===== src/fat32_cluster_chain_engine_macros.svh =====
// ----------------------------------------------------------------------------
// FAT32 cluster chain engine assertion macros
// Implication checks on the engine ports, compiled out under ASSERT_OFF.
// ----------------------------------------------------------------------------
`ifndef FAT32_CLUSTER_CHAIN_ENGINE_MACROS_SVH
`define FAT32_CLUSTER_CHAIN_ENGINE_MACROS_SVH

`ifndef ASSERT_OFF

// same-cycle implication
`define FCCE_ASSERT_IMP(lbl, clk, rst_n, ante, cons, msg) \
  lbl: assert property (@(posedge clk) disable iff (!rst_n) (ante) |-> (cons)) \
    else $error(msg);

// next-cycle implication
`define FCCE_ASSERT_NXT(lbl, clk, rst_n, ante, cons, msg) \
  lbl: assert property (@(posedge clk) disable iff (!rst_n) (ante) |=> (cons)) \
    else $error(msg);

`else

`define FCCE_ASSERT_IMP(lbl, clk, rst_n, ante, cons, msg)
`define FCCE_ASSERT_NXT(lbl, clk, rst_n, ante, cons, msg)

`endif

`endif


===== src/fcce_pkg.sv =====
// ----------------------------------------------------------------------------
// FAT32 cluster chain engine package
// Table geometry, codes, beat payloads and controller/datapath interface.
// ----------------------------------------------------------------------------
package fcce_pkg;

  localparam int unsigned TABLE_DEPTH = 65536;
  localparam int unsigned TBL_AW      = $clog2(TABLE_DEPTH);
  localparam int unsigned SCAN_W      = TBL_AW + 1;

  localparam logic [27:0] EOC_MARK      = 28'hFFFFFF8;
  localparam logic [31:0] EOC_WORD      = 32'h0FFFFFF8;
  localparam logic [27:0] FIRST_CLUSTER = 28'd2;

  typedef enum logic [2:0] {
    OP_LOAD   = 3'd0,
    OP_READ   = 3'd1,
    OP_NEXT   = 3'd2,
    OP_ALLOC  = 3'd3,
    OP_EXTEND = 3'd4,
    OP_FREE   = 3'd5
  } op_e;

  typedef enum logic [1:0] {
    ST_OK    = 2'd0,
    ST_EOC   = 2'd1,
    ST_FULL  = 2'd2,
    ST_RANGE = 2'd3
  } stat_e;

  typedef enum logic [1:0] {
    CFG_CLUSTER_COUNT       = 2'd0,
    CFG_SECTORS_PER_CLUSTER = 2'd1,
    CFG_DATA_START_SECTOR   = 2'd2
  } cfg_idx_e;

  typedef enum logic [3:0] {
    S_IDLE,
    S_DISPATCH,
    S_RD_WORD,
    S_ENTRY_CHK,
    S_SCAN_RD,
    S_SCAN_CHK,
    S_LINK,
    S_MARK,
    S_FREE_RD,
    S_FREE_CHK,
    S_MUL,
    S_ADD,
    S_DONE
  } state_e;

  typedef enum logic {
    AS_CLUSTER,
    AS_SCAN
  } addr_sel_e;

  typedef enum logic [1:0] {
    WD_WORD,
    WD_EOC,
    WD_SCAN,
    WD_ZERO
  } wd_sel_e;

  typedef struct packed {
    logic [2:0]  operation;
    logic [27:0] cluster;
    logic [31:0] word;
  } item_t;

  typedef struct packed {
    logic [27:0] result_cluster;
    logic [31:0] read_word;
    logic [31:0] sector_address;
    logic [1:0]  status;
  } result_t;

  typedef struct packed {
    logic      latch;
    logic      mem_re;
    logic      mem_we;
    addr_sel_e addr_sel;
    wd_sel_e   wd_sel;
    logic      scan_init;
    logic      scan_inc;
    logic      res_from_entry;
    logic      res_from_scan;
    logic      rword_load;
    logic      stat_we;
    stat_e     stat_val;
    logic      mul_en;
    logic      add_en;
    logic      free_adv;
  } cmd_t;

  typedef struct packed {
    op_e  op;
    logic clu_in_table;
    logic clu_in_range;
    logic entry_eoc;
    logic entry_free;
    logic scan_in_range;
    logic free_more;
  } sts_t;

  function automatic logic in_range(logic [27:0] c, logic [15:0] count);
    logic [16:0] lim;
    lim = {1'b0, count} + 17'd2;
    return (c >= FIRST_CLUSTER) && (c < {11'b0, lim}) && (c < 28'(TABLE_DEPTH));
  endfunction

endpackage


===== src/fcce_ctrl.sv =====
// ----------------------------------------------------------------------------
// FAT32 cluster chain engine controller
// Sequences each operation over the table port, scan and sector unit.
// ----------------------------------------------------------------------------
module fcce_ctrl (
  input  logic           clk_i,
  input  logic           rst_ni,
  input  logic           start_i,
  input  fcce_pkg::sts_t sts_i,
  output fcce_pkg::cmd_t cmd_o,
  output logic           busy_o,
  output logic           done_o
);

  fcce_pkg::state_e state_q, state_d;

  always_ff @(posedge clk_i or negedge rst_ni) begin
    if (!rst_ni) begin
      state_q <= fcce_pkg::S_IDLE;
    end else begin
      state_q <= state_d;
    end
  end

  always_comb begin
    state_d = state_q;
    unique case (state_q)
      fcce_pkg::S_IDLE: begin
        if (start_i) state_d = fcce_pkg::S_DISPATCH;
      end
      fcce_pkg::S_DISPATCH: begin
        unique case (sts_i.op)
          fcce_pkg::OP_LOAD:   state_d = fcce_pkg::S_DONE;
          fcce_pkg::OP_READ:
            state_d = sts_i.clu_in_table ? fcce_pkg::S_RD_WORD : fcce_pkg::S_DONE;
          fcce_pkg::OP_NEXT, fcce_pkg::OP_EXTEND:
            state_d = sts_i.clu_in_range ? fcce_pkg::S_ENTRY_CHK : fcce_pkg::S_DONE;
          fcce_pkg::OP_ALLOC:  state_d = fcce_pkg::S_SCAN_RD;
          fcce_pkg::OP_FREE:
            state_d = sts_i.clu_in_range ? fcce_pkg::S_FREE_CHK : fcce_pkg::S_DONE;
          default:             state_d = fcce_pkg::S_DONE;
        endcase
      end
      fcce_pkg::S_RD_WORD: state_d = fcce_pkg::S_DONE;
      fcce_pkg::S_ENTRY_CHK: begin
        if (!sts_i.entry_eoc) begin
          state_d = fcce_pkg::S_MUL;
        end else if (sts_i.op == fcce_pkg::OP_EXTEND) begin
          state_d = fcce_pkg::S_SCAN_RD;
        end else begin
          state_d = fcce_pkg::S_DONE;
        end
      end
      fcce_pkg::S_SCAN_RD: begin
        state_d = sts_i.scan_in_range ? fcce_pkg::S_SCAN_CHK : fcce_pkg::S_DONE;
      end
      fcce_pkg::S_SCAN_CHK: begin
        if (!sts_i.entry_free) begin
          state_d = fcce_pkg::S_SCAN_RD;
        end else if (sts_i.op == fcce_pkg::OP_EXTEND) begin
          state_d = fcce_pkg::S_LINK;
        end else begin
          state_d = fcce_pkg::S_MARK;
        end
      end
      fcce_pkg::S_LINK:     state_d = fcce_pkg::S_MARK;
      fcce_pkg::S_MARK:     state_d = fcce_pkg::S_MUL;
      fcce_pkg::S_FREE_RD:  state_d = fcce_pkg::S_FREE_CHK;
      fcce_pkg::S_FREE_CHK: begin
        state_d = sts_i.free_more ? fcce_pkg::S_FREE_RD : fcce_pkg::S_DONE;
      end
      fcce_pkg::S_MUL:      state_d = fcce_pkg::S_ADD;
      fcce_pkg::S_ADD:      state_d = fcce_pkg::S_DONE;
      fcce_pkg::S_DONE:     state_d = fcce_pkg::S_IDLE;
      default:              state_d = fcce_pkg::S_IDLE;
    endcase
  end

  always_comb begin
    cmd_o          = '0;
    cmd_o.addr_sel = fcce_pkg::AS_CLUSTER;
    cmd_o.wd_sel   = fcce_pkg::WD_WORD;
    cmd_o.stat_val = fcce_pkg::ST_OK;
    unique case (state_q)
      fcce_pkg::S_IDLE: cmd_o.latch = start_i;
      fcce_pkg::S_DISPATCH: begin
        unique case (sts_i.op)
          fcce_pkg::OP_LOAD: begin
            cmd_o.mem_we   = sts_i.clu_in_table;
            cmd_o.stat_we  = !sts_i.clu_in_table;
            cmd_o.stat_val = fcce_pkg::ST_RANGE;
          end
          fcce_pkg::OP_READ: begin
            cmd_o.mem_re   = sts_i.clu_in_table;
            cmd_o.stat_we  = !sts_i.clu_in_table;
            cmd_o.stat_val = fcce_pkg::ST_RANGE;
          end
          fcce_pkg::OP_NEXT: begin
            cmd_o.mem_re   = sts_i.clu_in_range;
            cmd_o.stat_we  = !sts_i.clu_in_range;
            cmd_o.stat_val = fcce_pkg::ST_EOC;
          end
          fcce_pkg::OP_ALLOC: cmd_o.scan_init = 1'b1;
          fcce_pkg::OP_EXTEND, fcce_pkg::OP_FREE: begin
            cmd_o.mem_re   = sts_i.clu_in_range;
            cmd_o.stat_we  = !sts_i.clu_in_range;
            cmd_o.stat_val = fcce_pkg::ST_RANGE;
          end
          default: begin
            cmd_o.stat_we  = 1'b1;
            cmd_o.stat_val = fcce_pkg::ST_RANGE;
          end
        endcase
      end
      fcce_pkg::S_RD_WORD: cmd_o.rword_load = 1'b1;
      fcce_pkg::S_ENTRY_CHK: begin
        if (!sts_i.entry_eoc) begin
          cmd_o.res_from_entry = 1'b1;
        end else if (sts_i.op == fcce_pkg::OP_EXTEND) begin
          cmd_o.scan_init = 1'b1;
        end else begin
          cmd_o.stat_we  = 1'b1;
          cmd_o.stat_val = fcce_pkg::ST_EOC;
        end
      end
      fcce_pkg::S_SCAN_RD: begin
        cmd_o.addr_sel = fcce_pkg::AS_SCAN;
        cmd_o.mem_re   = sts_i.scan_in_range;
        cmd_o.stat_we  = !sts_i.scan_in_range;
        cmd_o.stat_val = fcce_pkg::ST_FULL;
      end
      fcce_pkg::S_SCAN_CHK: cmd_o.scan_inc = !sts_i.entry_free;
      fcce_pkg::S_LINK: begin
        cmd_o.mem_we = 1'b1;
        cmd_o.wd_sel = fcce_pkg::WD_SCAN;
      end
      fcce_pkg::S_MARK: begin
        cmd_o.mem_we        = 1'b1;
        cmd_o.addr_sel      = fcce_pkg::AS_SCAN;
        cmd_o.wd_sel        = fcce_pkg::WD_EOC;
        cmd_o.res_from_scan = 1'b1;
      end
      fcce_pkg::S_FREE_RD: cmd_o.mem_re = 1'b1;
      fcce_pkg::S_FREE_CHK: begin
        cmd_o.mem_we   = 1'b1;
        cmd_o.wd_sel   = fcce_pkg::WD_ZERO;
        cmd_o.free_adv = sts_i.free_more;
      end
      fcce_pkg::S_MUL: cmd_o.mul_en = 1'b1;
      fcce_pkg::S_ADD: cmd_o.add_en = 1'b1;
      fcce_pkg::S_DONE: ;
      default: ;
    endcase
  end

  assign busy_o = (state_q != fcce_pkg::S_IDLE);
  assign done_o = (state_q == fcce_pkg::S_DONE);

endmodule


===== config.mk =====
export PLATFORM = sky130hd
export DESIGN_NAME = fcce_ctrl
export DESIGN_NICKNAME = d
export VERILOG_FILES = /design/src/fat32_cluster_chain_engine_macros.svh /design/src/fcce_pkg.sv /design/src/fcce_ctrl.sv
export SDC_FILE = /design/constraint.sdc
export NUM_CORES = 1
export LEC_CHECK = 0
export BUFFER_PORTS_ARGS = -buffer_cell sky130_fd_sc_hd__buf_2
export CAP_MARGIN = 40
export CORE_MARGIN = 2
export CORE_UTILIZATION = 44
export CTS_CLUSTER_SIZE = 28
export DETAILED_ROUTE_END_ITERATION = 8
export GPL_TIMING_DRIVEN = 1
export PLACE_DENSITY = 0.83
export RECOVER_POWER = 100
export SKIP_CTS_REPAIR_TIMING = 1
export SYNTH_ARGS = -nofsm -noshare
export SYNTH_HDL_FRONTEND = slang
export SYNTH_SLANG_ARGS = --single-unit

===== constraint.sdc =====
create_clock -name clk_i -period 1.7 [get_ports clk_i]
set_clock_uncertainty 0.05 [all_clocks]
set_input_delay 0.085 -clock clk_i [delete_from_list [all_inputs] [get_ports clk_i]]
set_output_delay 0.085 -clock clk_i [all_outputs]
set_load 0.01 [all_outputs]

==> impl_metrics.yaml <==
worst_setup_path:
  critical_path.cell_chain: "nor2b_4, and3_4, a31o_4, a221o_2, buf_6"
  timing.rr.start: "state_q[0]$_DFFE_PN0P_"
  cp-endpoint: "cmd_o[15]"
  path_delay_family: "compound AO/OA/AOI/OAI gates"
  cp-startpoint: "state_q[2]$_DFFE_PN0P_"
  cp.depth: 5
  slowest_delay_ps: 430
  crit_buf_inv: 1
  critPathCaptureType: "output port"
  startpoint_type: "flip-flop"
  cp_max_fo: 4
  worstSetupPathType: "reg2out"
  reg2reg_depth: 5
  reg2reg_slack_ps: 160
  cp.arrival_ps: 1590
  r2r-end: "state_q[0]$_DFFE_PN0P_"
  required_ps: 1560
  worst_path_max_delay_cell: "dfrtp_1"
pwr:
  pwr-share-clk_pct: 7.0
  p_seq_share_pct: 14.3
  powerDensity_nw_per_um2: 1667
  switchingPower_mw: 0.7737
  netSwitchingFraction_pct: 47.08
  peakVddDrop_mv: 0.8129
  power.internal_mw: 0.8697
  pwr-share-comb_pct: 78.7
  p_leak_nw: 0.4938
final_layout:
  layout_commonest_cell: "buf_2"
  largest-register: "state_q"
  finalInstanceArea_um2: 985.9
  drive_gt1_share_pct: 47.41
  diodes: 0
  mostFrequentLayoutCells: "buf_2 (28), buf_4 (12), nand2_1 (10)"
  top_regs: "state_q: 4 flops"
  syn2layout_area_growth_pct: 56.66
  largest_register_ffs: 4
  final_util_pct: 74.83
  fin_nets: 149
sta:
  worst_pin_slew_ps: 390.4
  max_freq_mhz: 579.0
  setup-violations-final: 2
  relSlewSlack_pct: 73.70
  period_minus_slack_ps: 1727
  finalWorstSetupSlack_ps: -26.99
  drv_slew: 0
  rsz0062_at_grt: "yes"
  finalHoldViolCount: 0
  period_share_pct: 101.6
yosys:
  ys_types: 37
  ys_seq_area_share_pct: 15.90
  synthesis.area_um2: 629.4
  avgSynthCellArea_um2: 6.767
  syn_inst: 93
  synth_ff_type: "dfrtp_1"
  synth_edf_count: 0
  synth.net_count: 105
  synth_warnings: 0
  async_flop_share_pct: 100.0
  ys_seq_elements: 4
detailed_routing:
  postRouteWirelength_um: 2240
  drtIter0Drc: 39
  routedWlPerCell_um: 14.93
  ant_nets: 0
  drc: 0
  dr.pass1.iters: 4
  vias: 898
  vias_per_cell: 5.987
clock_network:
  cts_buffer_depth: 2
  cts_root_buf: "clkbuf_4"
  htree_levels: 1
  clk_pin_slew_ps: 40
  cts_buffers: 3
  clk_latency_ps: 230
  cts_tree: "yes"
  cts.sink_count: 4
job:
  max_cap_viol_count: 0
min_path:
  hp-class: "in2reg"
die:
  die_w_um: 41.82
  die-area_um2: 1749
  core_um2: 1318
  boundaryPins: 31
  start_util_pct: 47.77
  die_y_um: 41.82
  rows: 13
outcome:
  status: "finished, violations left"
  violations: "setup timing"
global_route:
  grt_pass1_vias: 756
  antenna_found_initial: 0
  grt_max_degree: 16
  grt_pass1_wl_um: 3174
  grt_util_all_layers_pct: 22.93
  overflow: 0
place:
  gp_congestion: 0.8706
  dpl_cell_area_um2: 819.5
  io_buffers: 30
  hpwl_um: 1555
  post-place-ws_ps: 140.8
-- routing by layer --
metal	up-vias	GRT usage, %	share of wire [%]
li1	432	-	-
met3	4	6.087	7.9
met4	0	7.097	1.9
met2	48	38.75	50
met1	414	28.12	40
met5	-	0	0
-- cells in the mapped netlist (all sizes together), types with 2 or more instances --
library cell	number	share of area, %
nand2	11	6.6
nor2	9	5.4
nor3	8	6.4
nand2b	6	6.0
o21ai	6	4.8
buf	5	5.0
nor2b	5	5.0
a21oi	4	3.2
and3	4	4.0
dfrtp	4	16
a211o	2	3.0
a21o	2	2.4
a2bb2oi	2	2.8
inv	2	1.2
o22ai	2	2.0
or2b	2	2.4
-- power by group through the flow --
stage	clock network (mW)	registers, mW	logic (mW)
final	0.115	0.235	1.29
after global routing	0.128	0.238	1.38
after CTS	0.117	0.193	0.998
after detailed placement	0	0.194	0.993
after global placement	0	0.190	0.977
after floorplan	0	0.192	0.636
-- through the flow --
| stage | TNS, ps | power [mW] | instances | hold slack (ps) |
|---|---|---|---|---|
| 2_1_floorplan | 0 | 0.8282 | 93 | -260.6 |
| 3_3_place_gp | 0 | 1.167 | 140 | -158.3 |
| 3_5_place_dp | 0 | 1.187 | 140 | -158.2 |
| 4_1_cts | -276.8 | 1.308 | 143 | -400.9 |
| 5_1_grt | -177.2 | 1.749 | 150 | 137.6 |
| 6_report | -34.95 | 1.643 | 150 | 146.2 |
-- kinds of logic (layout without fill, tap and decap cells) --
kind of cell | after synthesis | after routing | share of synthesized area (%)
and+or+nand+nor | 52 | 52 | 42.75
AOI/OAI and AO/OA | 29 | 29 | 33.40
buffers and inverters | 7 | 49 | 6.163
DFF | 4 | 4 | 15.91
muxes | 1 | 1 | 1.789
-- area by class of cell --
type / instances / area, um^2
multi-input cells: 82 / 568.0
repair buffers: 44 / 266.5
inverters: 2 / 7.507
well taps: 15 / 18.77
clock buffers: 3 / 22.52
fillers: 97 / 331.6
flip-flops and latches: 4 / 102.6
-- how the worst min path moves through the flow --
stage | startpoint | endpoint | slack (ps) | depth (start not counted)
2_1_floorplan | rst_ni | state_q[0]$_DFFE_PN0P_ | -260 | 0
3_3_place_gp | rst_ni | state_q[0]$_DFFE_PN0P_ | -160 | 1
3_5_place_dp | rst_ni | state_q[0]$_DFFE_PN0P_ | -160 | 1
4_1_cts | rst_ni | state_q[0]$_DFFE_PN0P_ | -400 | 1
5_1_grt | start_i | state_q[0]$_DFFE_PN0P_ | 140 | 2
6_report | start_i | state_q[0]$_DFFE_PN0P_ | 150 | 2
Note: power is estimated with default switching activity, not from simulation.
